<file path="src/rtl/cssc_pkg.sv">
// Shared constants, codes and helpers for the clock / stopwatch controller.
// No dependencies; every other file in rtl/ imports this package.

package cssc_pkg;

    // field widths
    localparam int HOUR_W   = 5;
    localparam int MIN_W    = 6;
    localparam int SEC_W    = 6;
    localparam int TENTH_W  = 4;
    localparam int MODE_W   = 3;
    localparam int FSM_W    = 2;
    localparam int PERIOD_W = 2;
    localparam int DIV_W    = 4;
    localparam int HOLD_W   = 8;
    localparam int SPAN_W   = 4;
    localparam int CFG_IDX_W  = 1;
    localparam int CFG_DATA_W = 8;

    // configuration register indexes
    localparam logic [CFG_IDX_W-1:0] REG_HOLD_THRESHOLD = 1'b0;
    localparam logic [CFG_IDX_W-1:0] REG_REPEAT_SPAN    = 1'b1;

    // configuration reset values
    localparam logic [HOLD_W-1:0] HOLD_THRESHOLD_RST = 8'd50;
    localparam logic [SPAN_W-1:0] REPEAT_SPAN_RST    = 4'd10;

    // item kinds
    localparam logic FUNC_BUTTON = 1'b0;
    localparam logic FUNC_TICK   = 1'b1;

    // field modes
    localparam logic [MODE_W-1:0] MODE_SHOW      = 3'd0;
    localparam logic [MODE_W-1:0] MODE_SET_HOUR  = 3'd1;
    localparam logic [MODE_W-1:0] MODE_SET_MIN   = 3'd2;
    localparam logic [MODE_W-1:0] MODE_SET_SEC   = 3'd3;
    localparam logic [MODE_W-1:0] MODE_STOPWATCH = 3'd4;

    // timer period codes
    localparam logic [PERIOD_W-1:0] PERIOD_1000MS = 2'd0;
    localparam logic [PERIOD_W-1:0] PERIOD_250MS  = 2'd1;
    localparam logic [PERIOD_W-1:0] PERIOD_100MS  = 2'd2;

    // wrap limits
    localparam logic [HOUR_W-1:0]  HOURS_PER_DAY   = 5'd24;
    localparam logic [MIN_W-1:0]   MINS_PER_HOUR   = 6'd60;
    localparam logic [SEC_W-1:0]   SECS_PER_MIN    = 6'd60;
    localparam logic [TENTH_W-1:0] TENTHS_PER_SEC  = 4'd10;

    // debounced button view handed to the mode machine
    typedef struct packed {
        logic                press_one;
        logic                press_two;
        logic                repeat_on;
        logic [SPAN_W-1:0]   repeat_count;
    } btn_status_t;

    // timer ticks per second for each period code
    function automatic logic [DIV_W-1:0] ticks_per_second(input logic [PERIOD_W-1:0] period);
        logic [DIV_W-1:0] tps;
        case (period)
            PERIOD_1000MS: tps = 4'd1;
            PERIOD_250MS:  tps = 4'd4;
            PERIOD_100MS:  tps = 4'd10;
            default:       tps = 4'd1;
        endcase
        return tps;
    endfunction

endpackage

</file>
<file path="src/rtl/cssc_if.sv">
// Valid/ready channel interfaces for the clock / stopwatch controller.
// Depends on cssc_pkg for field widths.

interface cssc_item_if;
    import cssc_pkg::*;

    logic valid;
    logic ready;
    logic func;
    logic button_one_level;
    logic button_two_level;

    modport source (output valid, func, button_one_level, button_two_level, input ready);
    modport sink   (input valid, func, button_one_level, button_two_level, output ready);
endinterface

interface cssc_result_if;
    import cssc_pkg::*;

    logic                valid;
    logic                ready;
    logic [HOUR_W-1:0]   hours;
    logic [MIN_W-1:0]    minutes;
    logic [SEC_W-1:0]    seconds;
    logic [MIN_W-1:0]    sw_minutes;
    logic [SEC_W-1:0]    sw_seconds;
    logic [TENTH_W-1:0]  sw_tenths;
    logic [MODE_W-1:0]   field_mode;
    logic [FSM_W-1:0]    machine_state;
    logic                blink_on;
    logic [PERIOD_W-1:0] tick_period_sel;
    logic                stopwatch_running;

    modport source (output valid, hours, minutes, seconds, sw_minutes, sw_seconds,
                    sw_tenths, field_mode, machine_state, blink_on, tick_period_sel,
                    stopwatch_running, input ready);
    modport sink   (input valid, hours, minutes, seconds, sw_minutes, sw_seconds,
                    sw_tenths, field_mode, machine_state, blink_on, tick_period_sel,
                    stopwatch_running, output ready);
endinterface

</file>
<file path="src/rtl/cssc_buttons.sv">
// Button debounce with hold counting and auto-repeat for the adjust button.
// Depends on cssc_pkg (widths, btn_status_t).

module cssc_buttons (
    input  logic                         clk,
    input  logic                         rst_n,
    input  logic                         sample,
    input  logic                         button_one_level,
    input  logic                         button_two_level,
    input  logic [cssc_pkg::HOLD_W-1:0]  hold_threshold,
    input  logic [cssc_pkg::SPAN_W-1:0]  repeat_span,
    output cssc_pkg::btn_status_t        status
);
    import cssc_pkg::*;

    logic [1:0]        hist_one_reg, hist_one_next;
    logic [1:0]        hist_two_reg, hist_two_next;
    logic [HOLD_W-1:0] hold_count_reg, hold_count_next;
    logic [SPAN_W-1:0] repeat_count_reg, repeat_count_next;
    logic [HOLD_W-1:0] hold_inc;
    logic [SPAN_W-1:0] repeat_base;
    logic              press_one, press_two, repeat_on;

    // two-sample debounce, newest sample in bit 0
    assign hist_one_next = {hist_one_reg[0], button_one_level};
    assign hist_two_next = {hist_two_reg[0], button_two_level};
    assign press_one = (hist_one_next == 2'b00);
    assign press_two = (hist_two_next == 2'b00) && !press_one;

    // hold counter saturates at the threshold, then repeat counting runs
    assign hold_inc    = (hold_count_reg < hold_threshold) ? hold_count_reg + 1'b1
                                                           : hold_count_reg;
    assign repeat_base = (repeat_count_reg >= repeat_span) ? '0 : repeat_count_reg;

    always_comb
    begin
        repeat_on         = 1'b0;
        hold_count_next   = '0;
        repeat_count_next = '0;
        if (press_two)
        begin
            hold_count_next   = hold_inc;
            repeat_count_next = repeat_count_reg;
            if (hold_inc >= hold_threshold)
            begin
                repeat_on         = 1'b1;
                repeat_count_next = repeat_base + 1'b1;
            end
        end
    end

    always_ff @(posedge clk or negedge rst_n)
    begin
        if (!rst_n)
        begin
            hist_one_reg     <= '0;
            hist_two_reg     <= '0;
            hold_count_reg   <= '0;
            repeat_count_reg <= '0;
        end
        else if (sample)
        begin
            hist_one_reg     <= hist_one_next;
            hist_two_reg     <= hist_two_next;
            hold_count_reg   <= hold_count_next;
            repeat_count_reg <= repeat_count_next;
        end
    end

    assign status.press_one    = press_one;
    assign status.press_two    = press_two;
    assign status.repeat_on    = repeat_on;
    assign status.repeat_count = repeat_count_next;

endmodule

</file>
<file path="src/rtl/clock_set_stopwatch_controller.sv">
// Top level of the clock / stopwatch controller: item register, mode machine,
// time keeping and result handshake. Depends on cssc_pkg, cssc_if, cssc_buttons.
//
// Usage
//   item channel: func 0 carries a button sample (two active-low levels),
//   func 1 is a timer tick. Every accepted item yields exactly one result on
//   the result channel: time of day, stopwatch, field mode, machine state,
//   blink phase, wanted timer period and stopwatch run flag, all taken after
//   the item's update.
//   Configuration: cfg_write with cfg_index 0 sets the hold threshold, index 1
//   the repeat span (low 4 bits of cfg_data). Write only while idle.
// Item flow and throughput
//   An item is captured in the item register and applied by the update pass
//   into the state registers. One item per cycle is sustained while results
//   are taken; the single update pass through the mode machine and the time
//   carry chain sets that figure.
// Reset
//   Time and stopwatch read zero, mode show, blink phase 1, period 1000 ms,
//   hold threshold 50, repeat span 10, button history low.
// Stall
//   The state registers double as the result register. While a result waits
//   one more item is held in the item register; then item ready drops.

module clock_set_stopwatch_controller (
    input  logic                            clk,
    input  logic                            rst_n,
    cssc_item_if.sink                       item,
    cssc_result_if.source                   result,
    input  logic                            cfg_write,
    input  logic [cssc_pkg::CFG_IDX_W-1:0]  cfg_index,
    input  logic [cssc_pkg::CFG_DATA_W-1:0] cfg_data
);
    import cssc_pkg::*;

    typedef enum logic [FSM_W-1:0] {
        ST_REGULAR   = 2'd0,
        ST_INCREASE  = 2'd1,
        ST_MODIFY    = 2'd2,
        ST_STOPWATCH = 2'd3
    } fsm_state_t;

    // configuration
    logic [HOLD_W-1:0] hold_threshold_reg;
    logic [SPAN_W-1:0] repeat_span_reg;

    // item register and handshake
    logic item_valid_reg;
    logic func_reg, b1_reg, b2_reg;
    logic res_valid_reg;
    logic step, item_xfer, button_step, tick_step;

    // block state
    fsm_state_t          fsm_state_reg, fsm_state_next;
    logic [MODE_W-1:0]   mode_reg, mode_next;
    logic [HOUR_W-1:0]   hour_reg, hour_next;
    logic [MIN_W-1:0]    minute_reg, minute_next;
    logic [SEC_W-1:0]    second_reg, second_next;
    logic [MIN_W-1:0]    sw_minute_reg, sw_minute_next;
    logic [SEC_W-1:0]    sw_second_reg, sw_second_next;
    logic [TENTH_W-1:0]  sw_tenth_reg, sw_tenth_next;
    logic [DIV_W-1:0]    div_count_reg, div_count_next;
    logic [PERIOD_W-1:0] period_reg, period_next;
    logic                blink_reg, blink_next;
    logic                running_reg, running_next;
    logic                guard_mode_reg, guard_mode_next;
    logic                guard_sw_reg, guard_sw_next;
    logic                guard_rep_reg, guard_rep_next;

    btn_status_t btn;

    // helpers for the update pass
    logic [HOUR_W-1:0]  hour_inc, hour_bump;
    logic [MIN_W-1:0]   minute_inc, minute_bump;
    logic [SEC_W-1:0]   second_inc, second_bump;
    logic [MODE_W-1:0]  mode_inc;
    logic [DIV_W-1:0]   div_inc;

    assign item_xfer   = item.valid && item.ready;
    assign step        = item_valid_reg && (!res_valid_reg || result.ready);
    assign item.ready  = !item_valid_reg || step;
    assign button_step = step && (func_reg == FUNC_BUTTON);
    assign tick_step   = step && (func_reg == FUNC_TICK);

    // configuration writes
    always_ff @(posedge clk or negedge rst_n)
    begin
        if (!rst_n)
        begin
            hold_threshold_reg <= HOLD_THRESHOLD_RST;
            repeat_span_reg    <= REPEAT_SPAN_RST;
        end
        else if (cfg_write)
        begin
            case (cfg_index)
                REG_HOLD_THRESHOLD: hold_threshold_reg <= cfg_data;
                REG_REPEAT_SPAN:    repeat_span_reg    <= cfg_data[SPAN_W-1:0];
                default:            ;
            endcase
        end
    end

    // item register
    always_ff @(posedge clk or negedge rst_n)
    begin
        if (!rst_n)
        begin
            item_valid_reg <= 1'b0;
            res_valid_reg  <= 1'b0;
        end
        else
        begin
            if (item_xfer)
                item_valid_reg <= 1'b1;
            else if (step)
                item_valid_reg <= 1'b0;
            if (step)
                res_valid_reg <= 1'b1;
            else if (result.ready)
                res_valid_reg <= 1'b0;
        end
    end

    always_ff @(posedge clk)
    begin
        if (item_xfer)
        begin
            func_reg <= item.func;
            b1_reg   <= item.button_one_level;
            b2_reg   <= item.button_two_level;
        end
    end

    // debounce and auto-repeat
    cssc_buttons u_buttons (
        .clk              (clk),
        .rst_n            (rst_n),
        .sample           (button_step),
        .button_one_level (b1_reg),
        .button_two_level (b2_reg),
        .hold_threshold   (hold_threshold_reg),
        .repeat_span      (repeat_span_reg),
        .status           (btn)
    );

    // wrapped increments used by field set
    assign hour_inc    = hour_reg + 1'b1;
    assign minute_inc  = minute_reg + 1'b1;
    assign second_inc  = second_reg + 1'b1;
    assign hour_bump   = (hour_inc >= HOURS_PER_DAY) ? '0 : hour_inc;
    assign minute_bump = (minute_inc >= MINS_PER_HOUR) ? '0 : minute_inc;
    assign second_bump = (second_inc >= SECS_PER_MIN) ? '0 : second_inc;
    assign mode_inc    = mode_reg + 1'b1;
    assign div_inc     = div_count_reg + 1'b1;

    // single update pass: button sample or timer tick
    always_comb
    begin
        fsm_state_next  = fsm_state_reg;
        mode_next       = mode_reg;
        hour_next       = hour_reg;
        minute_next     = minute_reg;
        second_next     = second_reg;
        sw_minute_next  = sw_minute_reg;
        sw_second_next  = sw_second_reg;
        sw_tenth_next   = sw_tenth_reg;
        div_count_next  = div_count_reg;
        period_next     = period_reg;
        blink_next      = blink_reg;
        running_next    = running_reg;
        guard_mode_next = guard_mode_reg;
        guard_sw_next   = guard_sw_reg;
        guard_rep_next  = guard_rep_reg;

        if (button_step)
        begin
            case (fsm_state_reg)
                ST_REGULAR:
                begin
                    if (btn.press_one)
                    begin
                        if (guard_mode_reg)
                        begin
                            fsm_state_next  = ST_INCREASE;
                            mode_next       = MODE_SET_HOUR;
                            period_next     = PERIOD_250MS;
                            guard_mode_next = 1'b0;
                        end
                    end
                    else
                        guard_mode_next = 1'b1;
                end
                ST_INCREASE:
                begin
                    if (btn.press_one)
                    begin
                        if (guard_mode_reg)
                        begin
                            mode_next = mode_inc;
                            if (mode_inc == MODE_STOPWATCH)
                            begin
                                fsm_state_next = ST_STOPWATCH;
                                period_next    = PERIOD_100MS;
                            end
                            guard_mode_next = 1'b0;
                        end
                    end
                    else
                        guard_mode_next = 1'b1;
                    // single increment on the press of the adjust button
                    if (btn.press_two)
                    begin
                        if (mode_reg == MODE_SET_HOUR)
                            hour_next = hour_bump;
                        else if (mode_reg == MODE_SET_MIN)
                            minute_next = minute_bump;
                        else if (mode_reg == MODE_SET_SEC)
                            second_next = second_bump;
                        fsm_state_next = ST_MODIFY;
                    end
                end
                ST_MODIFY:
                begin
                    if (!btn.press_two)
                        fsm_state_next = ST_INCREASE;
                    // auto-repeat fires once per span, re-armed in between
                    if (btn.repeat_on)
                    begin
                        if (btn.repeat_count == repeat_span_reg)
                        begin
                            if (guard_rep_reg)
                            begin
                                guard_rep_next = 1'b0;
                                if (mode_reg == MODE_SET_HOUR)
                                    hour_next = hour_bump;
                                else if (mode_reg == MODE_SET_MIN)
                                    minute_next = minute_bump;
                                else if (mode_reg == MODE_SET_SEC)
                                    second_next = second_bump;
                            end
                        end
                        else
                            guard_rep_next = 1'b1;
                    end
                end
                ST_STOPWATCH:
                begin
                    if (btn.press_two)
                    begin
                        if (guard_sw_reg)
                        begin
                            guard_sw_next = 1'b0;
                            running_next  = !running_reg;
                        end
                    end
                    else
                        guard_sw_next = 1'b1;
                    if (btn.press_one)
                    begin
                        if (guard_mode_reg)
                        begin
                            fsm_state_next  = ST_REGULAR;
                            mode_next       = MODE_SHOW;
                            sw_minute_next  = '0;
                            sw_second_next  = '0;
                            sw_tenth_next   = '0;
                            period_next     = PERIOD_1000MS;
                            guard_mode_next = 1'b0;
                        end
                    end
                    else
                        guard_mode_next = 1'b1;
                end
                default:
                    fsm_state_next = ST_REGULAR;
            endcase
        end
        else if (tick_step)
        begin
            // divider down to one second
            if (div_inc >= ticks_per_second(period_reg))
            begin
                second_next    = second_inc;
                div_count_next = '0;
            end
            else
                div_count_next = div_inc;
            if (mode_reg == MODE_STOPWATCH && running_reg)
                sw_tenth_next = sw_tenth_reg + 1'b1;
            blink_next = !blink_reg;
            // time of day carries
            if (second_next >= SECS_PER_MIN)
            begin
                minute_next = minute_inc;
                second_next = '0;
            end
            if (minute_next >= MINS_PER_HOUR)
            begin
                hour_next   = hour_inc;
                minute_next = '0;
            end
            if (hour_next >= HOURS_PER_DAY)
                hour_next = '0;
            // stopwatch carries
            if (mode_reg == MODE_STOPWATCH)
            begin
                if (sw_tenth_next >= TENTHS_PER_SEC)
                begin
                    sw_second_next = sw_second_reg + 1'b1;
                    sw_tenth_next  = '0;
                end
                if (sw_second_next >= SECS_PER_MIN)
                begin
                    sw_minute_next = sw_minute_reg + 1'b1;
                    sw_second_next = '0;
                end
                if (sw_minute_next >= MINS_PER_HOUR)
                    sw_minute_next = '0;
            end
        end
    end

    // state, also the result register
    always_ff @(posedge clk or negedge rst_n)
    begin
        if (!rst_n)
        begin
            fsm_state_reg  <= ST_REGULAR;
            mode_reg       <= MODE_SHOW;
            hour_reg       <= '0;
            minute_reg     <= '0;
            second_reg     <= '0;
            sw_minute_reg  <= '0;
            sw_second_reg  <= '0;
            sw_tenth_reg   <= '0;
            div_count_reg  <= '0;
            period_reg     <= PERIOD_1000MS;
            blink_reg      <= 1'b1;
            running_reg    <= 1'b0;
            guard_mode_reg <= 1'b1;
            guard_sw_reg   <= 1'b1;
            guard_rep_reg  <= 1'b1;
        end
        else if (step)
        begin
            fsm_state_reg  <= fsm_state_next;
            mode_reg       <= mode_next;
            hour_reg       <= hour_next;
            minute_reg     <= minute_next;
            second_reg     <= second_next;
            sw_minute_reg  <= sw_minute_next;
            sw_second_reg  <= sw_second_next;
            sw_tenth_reg   <= sw_tenth_next;
            div_count_reg  <= div_count_next;
            period_reg     <= period_next;
            blink_reg      <= blink_next;
            running_reg    <= running_next;
            guard_mode_reg <= guard_mode_next;
            guard_sw_reg   <= guard_sw_next;
            guard_rep_reg  <= guard_rep_next;
        end
    end

    // result channel
    assign result.valid             = res_valid_reg;
    assign result.hours             = hour_reg;
    assign result.minutes           = minute_reg;
    assign result.seconds           = second_reg;
    assign result.sw_minutes        = sw_minute_reg;
    assign result.sw_seconds        = sw_second_reg;
    assign result.sw_tenths         = sw_tenth_reg;
    assign result.field_mode        = mode_reg;
    assign result.machine_state     = fsm_state_reg;
    assign result.blink_on          = blink_reg;
    assign result.tick_period_sel   = period_reg;
    assign result.stopwatch_running = running_reg;

    // time-of-day fields and stopwatch tenths stay in range
    a_time_range: assert property (@(posedge clk) disable iff (!rst_n)
        hour_reg < HOURS_PER_DAY && minute_reg < MINS_PER_HOUR &&
        second_reg < SECS_PER_MIN && sw_tenth_reg < TENTHS_PER_SEC)
        else $error("time or stopwatch field out of range");

    // machine state and field mode agree
    a_mode_state: assert property (@(posedge clk) disable iff (!rst_n)
        ((fsm_state_reg == ST_STOPWATCH) == (mode_reg == MODE_STOPWATCH)) &&
        ((fsm_state_reg == ST_REGULAR) == (mode_reg == MODE_SHOW)))
        else $error("machine state and field mode disagree");

    // timer period follows the mode
    a_period_mode: assert property (@(posedge clk) disable iff (!rst_n)
        ((mode_reg == MODE_STOPWATCH) == (period_reg == PERIOD_100MS)) &&
        ((mode_reg == MODE_SHOW) == (period_reg == PERIOD_1000MS)))
        else $error("timer period does not match mode");

    // a held item with a free result slot is applied at once
    a_item_applied: assert property (@(posedge clk) disable iff (!rst_n)
        item_valid_reg && !res_valid_reg |=> res_valid_reg)
        else $error("held item not applied");

endmodule
</file>
<file path="src/flat_wrapper.sv">
// flat-port wrapper written by rule: the top's interface ports become plain ports
module clock_set_stopwatch_controller_flat import cssc_pkg::*;
  (clk, rst_n, cfg_write, cfg_index, cfg_data, item_valid, item_func, item_button_one_level, item_button_two_level, item_ready, result_valid, result_hours, result_minutes, result_seconds, result_sw_minutes, result_sw_seconds, result_sw_tenths, result_field_mode, result_machine_state, result_blink_on, result_tick_period_sel, result_stopwatch_running, result_ready);
  cssc_item_if item_i ();
  cssc_result_if result_i ();
  input  logic clk;
  input  logic rst_n;
  input  logic cfg_write;
  input  logic [cssc_pkg::CFG_IDX_W-1:0] cfg_index;
  input  logic [cssc_pkg::CFG_DATA_W-1:0] cfg_data;
  input wire logic [$bits(item_i.valid)-1:0] item_valid;
  input wire logic [$bits(item_i.func)-1:0] item_func;
  input wire logic [$bits(item_i.button_one_level)-1:0] item_button_one_level;
  input wire logic [$bits(item_i.button_two_level)-1:0] item_button_two_level;
  output wire logic [$bits(item_i.ready)-1:0] item_ready;
  output wire logic [$bits(result_i.valid)-1:0] result_valid;
  output wire logic [$bits(result_i.hours)-1:0] result_hours;
  output wire logic [$bits(result_i.minutes)-1:0] result_minutes;
  output wire logic [$bits(result_i.seconds)-1:0] result_seconds;
  output wire logic [$bits(result_i.sw_minutes)-1:0] result_sw_minutes;
  output wire logic [$bits(result_i.sw_seconds)-1:0] result_sw_seconds;
  output wire logic [$bits(result_i.sw_tenths)-1:0] result_sw_tenths;
  output wire logic [$bits(result_i.field_mode)-1:0] result_field_mode;
  output wire logic [$bits(result_i.machine_state)-1:0] result_machine_state;
  output wire logic [$bits(result_i.blink_on)-1:0] result_blink_on;
  output wire logic [$bits(result_i.tick_period_sel)-1:0] result_tick_period_sel;
  output wire logic [$bits(result_i.stopwatch_running)-1:0] result_stopwatch_running;
  input wire logic [$bits(result_i.ready)-1:0] result_ready;
  assign item_i.valid = item_valid;
  assign item_i.func = item_func;
  assign item_i.button_one_level = item_button_one_level;
  assign item_i.button_two_level = item_button_two_level;
  assign item_ready = item_i.ready;
  assign result_valid = result_i.valid;
  assign result_hours = result_i.hours;
  assign result_minutes = result_i.minutes;
  assign result_seconds = result_i.seconds;
  assign result_sw_minutes = result_i.sw_minutes;
  assign result_sw_seconds = result_i.sw_seconds;
  assign result_sw_tenths = result_i.sw_tenths;
  assign result_field_mode = result_i.field_mode;
  assign result_machine_state = result_i.machine_state;
  assign result_blink_on = result_i.blink_on;
  assign result_tick_period_sel = result_i.tick_period_sel;
  assign result_stopwatch_running = result_i.stopwatch_running;
  assign result_i.ready = result_ready;
  clock_set_stopwatch_controller u_core (.clk(clk), .rst_n(rst_n), .item(item_i), .result(result_i), .cfg_write(cfg_write), .cfg_index(cfg_index), .cfg_data(cfg_data));
endmodule
</file>
<file path="config.mk">
export PLATFORM = sky130hd
export DESIGN_NAME = clock_set_stopwatch_controller_flat
export DESIGN_NICKNAME = d
export VERILOG_FILES = /design/src/rtl/cssc_pkg.sv /design/src/rtl/cssc_if.sv /design/src/rtl/cssc_buttons.sv /design/src/rtl/clock_set_stopwatch_controller.sv /design/src/flat_wrapper.sv
export SDC_FILE = /design/constraint.sdc
export NUM_CORES = 1
export LEC_CHECK = 0
export BUFFER_PORTS_ARGS = -buffer_cell sky130_fd_sc_hd__buf_2
export CAP_MARGIN = 20
export CORE_MARGIN = 2
export CORE_UTILIZATION = 56
export DETAILED_ROUTE_END_ITERATION = 12
export PLACE_DENSITY = 0.73
export SLEW_MARGIN = 10
export SYNTH_ARGS = -nofsm -noshare
export SYNTH_HDL_FRONTEND = slang
export SYNTH_HIERARCHICAL = 1
export SYNTH_SLANG_ARGS = --single-unit
</file>
<file path="constraint.sdc">
create_clock -name clk -period 6.14 [get_ports clk]
set_input_delay 0.307 -clock clk [delete_from_list [all_inputs] [get_ports clk]]
set_output_delay 0.307 -clock clk [all_outputs]
set_load 0.1 [all_outputs]
</file>
### Word-level counts from Yosys, hierarchy flattened

Index checks and enable logic that the tools add are counted.

| operators by class | value |
|---|---|
| add/subtract/negate cells | 10 |
| order comparisons | 13 |
| equal/unequal tests | 30 |
| mux-type cells | 110 |
| bitwise logic cells | 3 |
| reduce and logical (&&, ||, !) cells | 35 |

Operators with widths:

| kind | number |
|---|---|
| 2-to-1 mux 6 bit | 46 |
| 2-to-1 mux 4 bit | 16 |
| 2-to-1 mux 5 bit | 12 |
| >= comparator 6 bit, second input constant | 6 |
| adder 6 x 1 -> 6 bit, second input constant | 4 |
| 2-to-1 mux 2 bit | 12 |
| one-hot mux 6 bit (2 select lines) | 2 |
| AND reduction 10 bit | 2 |
| 2-to-1 mux 3 bit | 6 |
| inequality test 3 bit, second input constant | 6 |
| 2-to-1 mux 8 bit | 2 |
| inequality test 2 bit, second input constant | 7 |
| adder 4 x 1 -> 4 bit, second input constant | 3 |
| >= comparator 5 bit, second input constant | 2 |
| one-hot mux 5 bit (2 select lines) | 1 |
| AND reduction 5 bit | 2 |
| 2-to-1 mux 1 bit | 9 |
| one-hot mux 3 bit (3 select lines) | 1 |
| AND reduction 3 bit | 3 |
| AND reduction 9 bit | 1 |
| adder 8 x 1 -> 8 bit, second input constant | 1 |
| >= comparator 4 bit | 2 |
| >= comparator 8 bit | 1 |
| less-than comparator 8 bit | 1 |
| 26 further kinds | 53 |

| word-level totals | value |
|---|---|
| bits in registers | 80 |
| input bits | 17 |
| output and inout bits | 44 |
| logic and storage cells | 227 |

### Logic depth before layout (Yosys ltp)

Gate-level depths: netlist of run 1.

| depth | value |
|---|---|
| word-level depth | 22 |
| depth in mapped cells | 25 |
| mapped depth without buffers | 24 |

### Hierarchy

Netlist of run 1, hierarchy kept.

By module, submodules not included:

| module | times used | cells an instance | area each (um^2) | seq. area each (um^2) |
|---|---|---|---|---|
| clock_set_stopwatch_controller | 1 | 441 | 4115.2 | 1677.9 |
| cssc_buttons | 1 | 165 | 1377.6 | 350.3 |

### Least setup slack after synthesis of run 1

No wires, ideal clock.

| timing path | value |
|---|---|
| kind | register to register |
| start point | register u_core.hold_threshold_reg[5] |
| end point | register u_core.second_reg[4], in the netlist u_core/result.seconds[4] |
| setup time | 0.100 ns |
| arrival | 4.862 ns |
| required time | 6.040 ns |
| setup slack | 1.178 ns |
| cell stages (with the launch flop) | 25 |
| buffers on the path | 1 |
| period minus slack after synthesis | 4.962 ns |
| cells stage by stage | dfstp_2 inv_1 ha_1 a21o_1 a21o_1 a21o_1 a21oi_2 mux2_2 ha_1 or4_1 a21oi_1 o31ai_1 clkbuf_1 nor2b_1 o21ai_0 a21oi_1 xnor2_1 nand4_1 o21ai_0 nand2_1 a21oi_1 o21ai_0 a21oi_1 a41oi_1 a311oi_1 |

RTL lines:

| item | line | RTL |
|---|---|---|
| from (decl) | clock_set_stopwatch_controller.sv:43 | `logic [HOLD_W-1:0] hold_threshold_reg;` |
| from (signal assigned) | clock_set_stopwatch_controller.sv:95 | `REG_HOLD_THRESHOLD: hold_threshold_reg <= cfg_data;` |
| to (signal assigned) | clock_set_stopwatch_controller.sv:349 | `second_reg <= second_next;` |
| to (decl) | clock_set_stopwatch_controller.sv:57 | `logic [SEC_W-1:0] second_reg, second_next;` |

==> flow_summary.ini, run 1 <==
[grt]
grt_max_degree = 78
antenna_found_initial = 0
grt_first_pass_wirelength_um = 19700
grtUsageTotal_pct = 23.1
grt_pass1_vias = 4295
grt-ovfl-total = 0

[synthesis]
avgSynthCellArea_um2 = 9.06
synth-compound-area-share_pct = 21.6
netlist_instances = 606
synth_xor_area_share_pct = 3.33
yosysSeqAreaShare_pct = 36.9
async_flop_share_pct = 96.3
synth_edf_count = 3
synth_top_family_by_area = compound AO/OA/AOI/OAI gates
yosys_warnings = 6
synth_nets = 663
yosys-mux-area-fraction_pct = 5.01
synth_area_leaders = dfrtp_1 (31%), ha_1 (9.1%), dfstp_2 (4.3%)
synth_top_cell_area_share_pct = 31.0
synth_ff_type = dfrtp_1
synth_seq_cells = 80
syn_area_mm2 = 0.00549
synth_cell_type_count = 78
synthSimpleGateAreaFrac_pct = 19.6
yosys.area.top_type = dfrtp_1
synth_fa_ha_area_share_pct = 9.11

[sta]
rsz0062_at_grt = no
hold_slack_ps = 139
fmax_mhz = 179
tns_ps = 0
min_period_ps = 5590
clock_skew_ps = 17.2
min_period_over_period_pct = 91.0
timing.slew.headroom_pct = 50.8
finalMaxSlewViolations = 0
finalSetupViolCount = 0
tightest_slew_ps = 738
finalHoldViolCount = 0

[min_path]
hold_start = item_func
holdPathStages = 1
hp-class = input pin to flop

[pwr]
vdd_ir_drop_max_mv = 0.221
leakage_nw = 2.82
power_density_mw_per_mm2 = 372

[setup_path]
critPathLaunch = u_core/hold_threshold_reg[5]
crit_required_ps = 6390
worstPathArrival_ps = 5840
cp_num_buf_inv = 2
cp-start-kind = flop
critPathKind = flop to flop
rr_startpoint = u_core/hold_threshold_reg[5]
crit_path_frequent_cell = a21o_1
critPathTopFamily = compound AO/OA/AOI/OAI gates
worstPathMaxFanout = 11
cp_slowest_cell = dfstp_2
cp-end-kind = flop
cp.depth = 25
critPathMaxStageDelay_ps = 530
rr_worst_depth = 25

[clock_network]
cts_root_buf = clkbuf_8
clock_latency_ps = 360
htreeDepth = 3
path_clk_slew_ps = 100
cts_tree = built
cts_sinks = 80
cts_buffers = 9
cts_setup_buffers = 0
clock_path_buffers = 2

[detailed_routing]
via_per_inst = 5.93
detail_route.wirelength_um = 11900
drt_iter0_markers = 203
wl_per_cell_um = 15.0
drc = 0
drt_pass1_iterations = 4
drtAntennaViolNets = 0
vias = 4712

[placement]
post_dp_cell_area_mm2 = 0.00584
hpwl_um = 8520
io_buffers = 60
gp_congestion = 0.880

[finish]
post-route-util_pct = 63.4
diodes = 0
nNetsFinal = 714
drive_gt1_share_pct = 19.2
final_area_mm2 = 0.00611
synthToLayoutAreaGrowth_pct = 11.2

[floorplanning]
die_area_mm2 = 0.0106
coreArea_mm2 = 0.00964
die_h_um = 103
die_x_um = 103
fp-row-count = 36
start_util_pct = 57.0
io_pins = 61

[run]
maxCapViolations = 0

[status]
outcome = complete, no violations
==> stage by stage <==
stage          worst slack [ps]  power [mW]  std cells
6_report                    554        2.27        795
5_1_grt                    93.3        2.42        795
4_1_cts                     523        2.28        793
3_5_place_dp                553        1.83        777
3_3_place_gp                797        1.81        777
2_1_floorplan              1180        1.63        606
==> synthesized netlist by cell type (3+ instances only) <==
library cell  instances
xor2_1                6
a21o_1               12
edfxtp_1              3
nand3_1              28
nor3_1               14
ha_1                 40
nor2b_1              12
dfrtp_1              68
nand2b_1             12
o21a_1                3
a211oi_1              3
nor2_1               40
nand4_1               9
clkbuf_1             13
and3_1                6
or3_1                 7
a21oi_1              33
a22oi_1               3
a31oi_1               7
nand3b_1              4
o31ai_1              13
o21ai_1               3
a211o_1               4
a221o_1               3
mux2i_1               5
a32o_1                5
inv_1                29
buf_6                 3
xnor2_1              13
a22o_1                5
and2_1                7
mux2_2               20
nand2_1              62
dfstp_2               9
buf_4                 3
o21ai_0              46
==> layout by cell type (no fill, tap or decap), drive strengths merged, types with 8 or more instances in the layout <==
master	Yosys	routed
nand3	29	29
o31ai	13	13
clkbuf	15	10
dfrtp	68	68
a21o	13	13
xnor2	13	13
nor2	40	40
nor2b	12	12
nor3	14	14
inv	29	30
mux2	20	20
dfstp	9	9
or3	8	8
ha	40	40
buf	8	62
nand2b	12	12
nand4	9	9
a21oi	36	36
nand2	62	62
o21ai	50	50
and2	11	11
==> routing by layer <==
layer | GRT usage, % | vias to the layer above | wire [um]
li1 | - | 2310 | -
met1 | 32.3 | 2296 | 5710
met5 | 0 | - | 0
met4 | 6.88 | 0 | 140
met2 | 37.5 | 93 | 5660
met3 | 3.19 | 13 | 388
==> cell families (layout without fill, tap and decap cells) <==
logic type                 count (synthesis)  after routing
AOI/OAI and AO/OA                        171            171
xor gates and xnor gates                  20             20
adders and majority gates                 40             40
buffers and inverters                     54            110
DFF                                       80             80
muxes                                     25             25
and+or+nand+nor                          216            216
==> timing repair <==
item	CTS	global route
hold endpoints to repair	0	26
endpoints found under the setup margin	0	1
resized for setup	0	1
hold buffers	0	1
==> final timing paths <==
path | end | slack (ps)
worst max-delay path | u_core/result.seconds[4] | 550
worst min-delay path | u_core/func_reg | 140
worst max register to register | u_core/result.seconds[4] | 550
worst min register to register | u_core/result.blink_on | 490
max in group asynchronous | u_core/repeat_span_reg[1] | 5070
min in group asynchronous | u_core/result.seconds[2] | 420
==> where the power goes <==
| group | switching (mW) | internal (mW) |
|---|---|---|
| logic | 0.775 | 0.283 |
| clock network | 0.206 | 0.232 |
| registers | 0.137 | 0.640 |
==> cell type report <==
| cell class | instances | area, um^2 |
|---|---|---|
| Clock buffer | 10 | 128 |
| Clock inverter | 6 | 92.6 |
| Fill cell | 858 | 3530 |
| Inverter | 31 | 116 |
| Multi-Input combinational cell | 472 | 3230 |
| Sequential cell | 80 | 2030 |
| Tap cell | 133 | 166 |
| Timing Repair Buffer | 63 | 348 |
Power figures use the tool's default switching activity.
==> inputs of run 2 (changes only) <==
Settings changed: CORE_UTILIZATION 56 to 30, PLACE_DENSITY 0.73 to 0.42, SYNTH_HIERARCHICAL 1 to default.
==> run 2 against run 1 <==
Clock-buffer cell count grew 3. Clock power grew 23%. Die area grew 89%. Setup slack lost 130 ps. Core utilization shrank 28 points. Synthesized area grew 3.3%. Largest power group unchanged.
==> flow_summary.ini, run 2 <==
[sta]
min_period_over_period_pct = 93.1
tightest_slew_ps = 890
worst_slack_ps = 425
min_period_ps = 5710
finalMaxSlewViolations = 0
clock_skew_ps = 13.2
rsz0062_at_grt = no
finalHoldViolCount = 0
tns_ps = 0
finalSetupViolCount = 0
fmax_mhz = 175
timing.slew.headroom_pct = 40.5
hold_slack_ps = 134

[finish]
final_cell_mix = nand2_1 (80), dfrtp_1 (68), buf_2 (59), o21ai_0 (46)
nNetsFinal = 775
post-route-util_pct = 35.0
drive_gt1_share_pct = 16.1
diodes = 0
stdcell_count = 953
final_common_cell = nand2_1
synthToLayoutAreaGrowth_pct = 14.9
fill_cells = 1972
final_area_mm2 = 0.00652

[clock_network]
cts_buffers = 9
cts_root_buf = clkbuf_16
path_clk_slew_ps = 70
clock_latency_ps = 360
cts_setup_buffers = 0
htreeDepth = 3
cts_sinks = 80
cts_tree = built
clock_path_buffers = 2

[setup_path]
critPathKind = flop to flop
worstPathMaxFanout = 12
critPathTopFamily = compound AO/OA/AOI/OAI gates
cp-start-kind = flop
crit_path_frequent_cell = a21o_1
worstPathArrival_ps = 5960
critPathMaxStageDelay_ps = 680
cp-end-kind = flop
crit_required_ps = 6380
cp_slowest_cell = or4_1
path_cells = inv_1, ha_1, a21o_1, a21o_1, a21o_1, a21o_1, a2111oi_2, nor2_2, or2_2, xnor2_1, ha_1, nor2_1, nor3_2, a2111oi_0, a311o_1, a2111oi_4, a31oi_1, or4_1, nand2b_1, mux2_2
cp_num_buf_inv = 1

[synthesis]
syn_area_mm2 = 0.00567
yosys.area.top_type = dfrtp_1
synth_edf_count = 3
netlist_instances = 662
yosys-top-cells-count = nand2_1 (80), dfrtp_1 (68), o21ai_0 (46)
async_flop_share_pct = 96.3
synth_seq_cells = 80
synth_nets = 723
yosys_warnings = 0
avgSynthCellArea_um2 = 8.57
synth_cell_type_count = 76
synth_ff_type = dfrtp_1
yosysSeqAreaShare_pct = 35.8
synth_area_leaders = dfrtp_1 (30%), ha_1 (9.7%), nand2_1 (5.3%)
synth_top_cell_area_share_pct = 30.0
yosysMostFrequentCell = nand2_1

[min_path]
hp-class = input pin to flop

[pwr]
vdd_ir_drop_max_mv = 0.135
leakage_nw = 2.95
finalPower_mw = 2.78
combPwrFrac_pct = 51.6
power_density_mw_per_mm2 = 427
power.internal_mw = 1.34
clockPowerShare_pct = 19.3
swShare_pct = 51.7
p_switching_mw = 1.44
p_seq_share_pct = 29.2

[placement]
dpl_worst_slack_ps = 233
hpwl_um = 10900
dp.cells = 936
post_dp_cell_area_mm2 = 0.00620
gp_congestion = 0.816
io_buffers = 60

[floorplanning]
die_area_mm2 = 0.0200
io_pins = 61
coreArea_mm2 = 0.0186
fp-row-count = 50
die_h_um = 141
start_util_pct = 30.4
die_x_um = 141

[detailed_routing]
drt_pass1_iterations = 5
wl_met3_um = 556
detail_route.wirelength_um = 15100
wl_per_cell_um = 15.9
drc = 0
wl_met2_um = 6930
wl_met1_um = 7380
drtAntennaViolNets = 0
via_per_inst = 5.35
drt_iter0_markers = 299
topRoutingLayerUsed = met4
vias = 5096

[run]
maxCapViolations = 0

[grt]
grt_first_pass_wirelength_um = 25600
grt_pass1_vias = 5055
grt-ovfl-total = 0
grt_max_degree = 42
antenna_found_initial = 0
grtUsageTotal_pct = 15.7

[status]
outcome = complete, no violations
==> run 2: cell count changes in the layout (fill, tap and decap cells not counted), moves of 5 or more <==
| cell | before | now |
|---|---|---|
| and3_1 | 6 | 14 |
| o22ai_1 | 1 | 11 |
| clkbuf_8 | 9 | 2 |
| mux2_2 | 20 | 8 |
| clkbuf_16 | 0 | 9 |
| nand2_1 | 62 | 80 |
| inv_1 | 29 | 42 |
| nor4_1 | 0 | 5 |
| o31ai_1 | 13 | 8 |
==> run 2: cell type report <==
class / instances / area, um^2 / share of cell area [%]
clock inverters: 3 / 23.8 / 0.365
inverters: 43 / 161 / 2.48
clock buffers: 13 / 260 / 3.99
repair buffers: 66 / 350 / 5.38
well taps: 234 / 293 / 4.49
multi-input cells: 514 / 3400 / 52.2
flip-flops and latches: 80 / 2030 / 31.1
==> run 2: power by group through the flow <==
stage	clock network [mW]	registers [mW]	logic, mW
finish	0.537	0.812	1.44
detailed placement	0	0.821	1.42
CTS	0.555	0.812	1.43
global placement	0	0.819	1.42
floorplan	0	1.22	0.714
global route	0.581	0.838	1.57
==> run 2: routing by layer <==
metal / vias up / global-route usage [%]
met4: 0 / 5.21
met1: 2428 / 21.2
met3: 23 / 2.94
met5: - / 0
met2: 121 / 25.5
li1: 2524 / -
==> run 2: cell families after synthesis <==
family / Yosys count / share of synthesized area, %
adders and majority gates: 44 / 9.71
buffers and inverters: 68 / 4.61
muxes: 12 / 2.32
and+or+nand+nor: 247 / 21.5
AOI/OAI and AO/OA: 195 / 23.7
xor gates and xnor gates: 16 / 2.47
DFF: 80 / 35.8
==> run 2: path summary, 6_finish.rpt <==
check | start | depth (start not counted) | slack [ps] | to
worst max-delay path | u_core.hold_threshold_reg[1] | 20 | 430 | u_core.result.seconds[0]
worst min-delay path | item_func | 1 | 130 | u_core.func_reg
worst max register to register | u_core.hold_threshold_reg[1] | 20 | 430 | u_core.result.seconds[0]
worst min register to register | u_core.u_buttons.hist_two_reg[0] | 2 | 470 | u_core.u_buttons.hist_two_reg[0]
max in group asynchronous | rst_n | 3 | 4700 | u_core.hold_threshold_reg[5]
min in group asynchronous | rst_n | 2 | 470 | u_core.result.seconds[2]
==> run 2: repair_timing <==
item	in CTS	in global routing
endpoints found under the hold margin	31	0
gates resized for setup	0	5
hold buffers	1	0
endpoints found under the setup margin	0	8
==> run 2: worst reg2reg max path, stage by stage, from the launching register on <==
cell	delay (ps)
dfstp_2	510
inv_1	60
ha_1	270
a21o_1	150
a21o_1	170
a21o_1	170
a21o_1	180
a2111oi_2	420
nor2_2	180
or2_2	350
xnor2_1	130
ha_1	280
nor2_1	50
nor3_2	370
a2111oi_0	200
a311o_1	380
a2111oi_4	370
a31oi_1	220
or4_1	680
nand2b_1	220
mux2_2	260
==> inputs of run 3 (changes only) <==
Settings changed: MAX_ROUTING_LAYER from default to met4.
==> run 3 against run 2 <==
Cell count stayed put. Clock skew is 7.6 ps lower. Core utilization is 0.18 points higher. Register-to-register slack worse by 60 ps. Clock-buffer cell count stayed put. Setup slack worse by 64 ps. Clock power is 12% higher. Sequential power hardly changed. Routed wire length is 0.38% higher. Critical path type unchanged. Largest cell class unchanged. Largest power group unchanged.
==> flow_summary.ini, run 3 (synthesis gave the netlist of run 2 again) <==
[status]
outcome = complete, no violations

[finish]
diodes = 0
drive_gt1_share_pct = 16.1
post-route-util_pct = 35.1
fill_cells = 1980
final_area_mm2 = 0.00655
synthToLayoutAreaGrowth_pct = 15.5
final_common_cell = nand2_1
final_cell_mix = nand2_1 (80), dfrtp_1 (68), buf_2 (59), o21ai_0 (46)
nNetsFinal = 775

[setup_path]
cp_slowest_cell = or4_1
worstPathArrival_ps = 6010
path_cells = inv_1, ha_1, a21o_1, a21o_1, a21o_1, a21o_1, a2111oi_1, nor2_2, or2_2, xnor2_1, ha_1, a211oi_2, o21ai_2, a21o_2, a311o_1, a2111oi_4, a31oi_1, or4_1, nand2b_1, mux2_2
cp.depth = 20
worstPathMaxFanout = 12
cp-end-kind = flop
rr_startpoint = u_core.hold_threshold_reg[1]
crit_path_frequent_cell = a21o_1
cp_num_buf_inv = 1
critPathTopFamily = compound AO/OA/AOI/OAI gates
critPathKind = flop to flop
rr_worst_depth = 20
critPathMaxStageDelay_ps = 680
crit_required_ps = 6370
ff2ff_setup_slack_ps = 360
r2r_end = u_core.result.seconds[0]
cp-start-kind = flop

[min_path]
hp-class = input pin to flop
hold_start = item_func
holdPathStages = 1
min_to = u_core.func_reg

[pwr]
vdd_ir_drop_max_mv = 0.143
finalPower_mw = 2.85
leakage_nw = 2.97
power_density_mw_per_mm2 = 435

[sta]
timing.slew.headroom_pct = 39.4
rsz0062_at_grt = no
finalSetupViolCount = 0
finalHoldViolCount = 0
clock_skew_ps = 5.65
fmax_mhz = 173
min_period_ps = 5780
worst_slack_ps = 361
tightest_slew_ps = 908
tns_ps = 0
min_period_over_period_pct = 94.1
finalMaxSlewViolations = 0

[floorplanning]
io_pins = 61
fp-row-count = 50
coreArea_mm2 = 0.0186
die_area_mm2 = 0.0200
die_x_um = 141
die_h_um = 141
start_util_pct = 30.4

[clock_network]
cts_sinks = 80
cts_tree = built
cts_buffers = 9
htreeDepth = 3
cts_root_buf = clkbuf_16
clock_path_buffers = 2
clock_latency_ps = 340
cts_setup_buffers = 0
path_clk_slew_ps = 60

[placement]
gp_congestion = 0.847
io_buffers = 60
hpwl_um = 11100
post_dp_cell_area_mm2 = 0.00620
dpl_worst_slack_ps = 243

[grt]
grtUsageTotal_pct = 16.2
antenna_found_initial = 0
grt_pass1_vias = 4966
grt-ovfl-total = 0
grt_max_degree = 42
grt_first_pass_wirelength_um = 25500

[detailed_routing]
drt_iter0_markers = 207
drt_pass1_iterations = 4
drc = 0
vias = 5141
via_per_inst = 5.39
wl_per_cell_um = 15.9
detail_route.wirelength_um = 15200
drtAntennaViolNets = 0

[run]
maxCapViolations = 0
-- run 3: cell count changes in the layout (fill, tap and decap cells not counted) --
| cell | delta |
|---|---|
| clkinvlp_4 | -2 |
| nor3_2 | +1 |
| a21oi_2 | +1 |
| a2111oi_1 | +1 |
| inv_6 | -1 |
| nor3_1 | -1 |
| bufinv_16 | +2 |
| a21oi_4 | -1 |
| a2111oi_2 | -1 |
| clkinv_2 | +1 |
-- run 3: timing repair --
| action | in CTS | in global routing |
|---|---|---|
| hold buffers | 1 | 0 |
| resized for setup | 0 | 4 |
| hold endpoints to repair | 31 | 0 |
| setup endpoints to repair | 0 | 7 |
-- run 3: worst max path at each step --
stage / from / end / slack (ps)
after floorplan: u_core.hold_threshold_reg[1] / u_core.result.seconds[0] / 670
after global placement: u_core.hold_threshold_reg[1] / u_core.result.seconds[0] / 360
after detailed placement: u_core.hold_threshold_reg[1] / u_core.result.seconds[0] / 240
after CTS: u_core.hold_threshold_reg[1] / u_core.result.seconds[0] / 220
after global routing: u_core.hold_threshold_reg[1] / u_core.result.seconds[0] / 20
final: u_core.hold_threshold_reg[1] / u_core.result.seconds[0] / 360
-- run 3: per-layer routing --
metal,track usage (%),vias to the layer above,wire length [um]
li1,-,2535,-
met1,20.8,2470,7130
met2,26.1,119,7250
met3,2.33,17,496
met4,6.42,0,309
met5,-,-,0
-- run 3: per-stage QoR --
step / std cells / hold slack (ps)
final: 953 / 134
after global routing: 953 / 118
after CTS: 953 / 115
after detailed placement: 936 / 326
after global placement: 936 / 328
after floorplan: 662 / 11.4
-- run 3: final cells by class --
cell class,count,area (um^2),share of cell area [%]
sequential,80,2030,31.0
tap,234,293,4.47
clock inverter,3,65.1,0.993
clock buffer,13,260,3.97
timing repair buffer,66,350,5.35
multi-input combinational,514,3390,51.8
inverter,43,161,2.46
-- run 3: where the power goes --
part	switching [mW]	internal (mW)	leakage, nW
sequential	0.160	0.653	1.00
clock	0.225	0.379	0.160
combinational	1.04	0.389	1.81
total	1.43	1.42	2.97
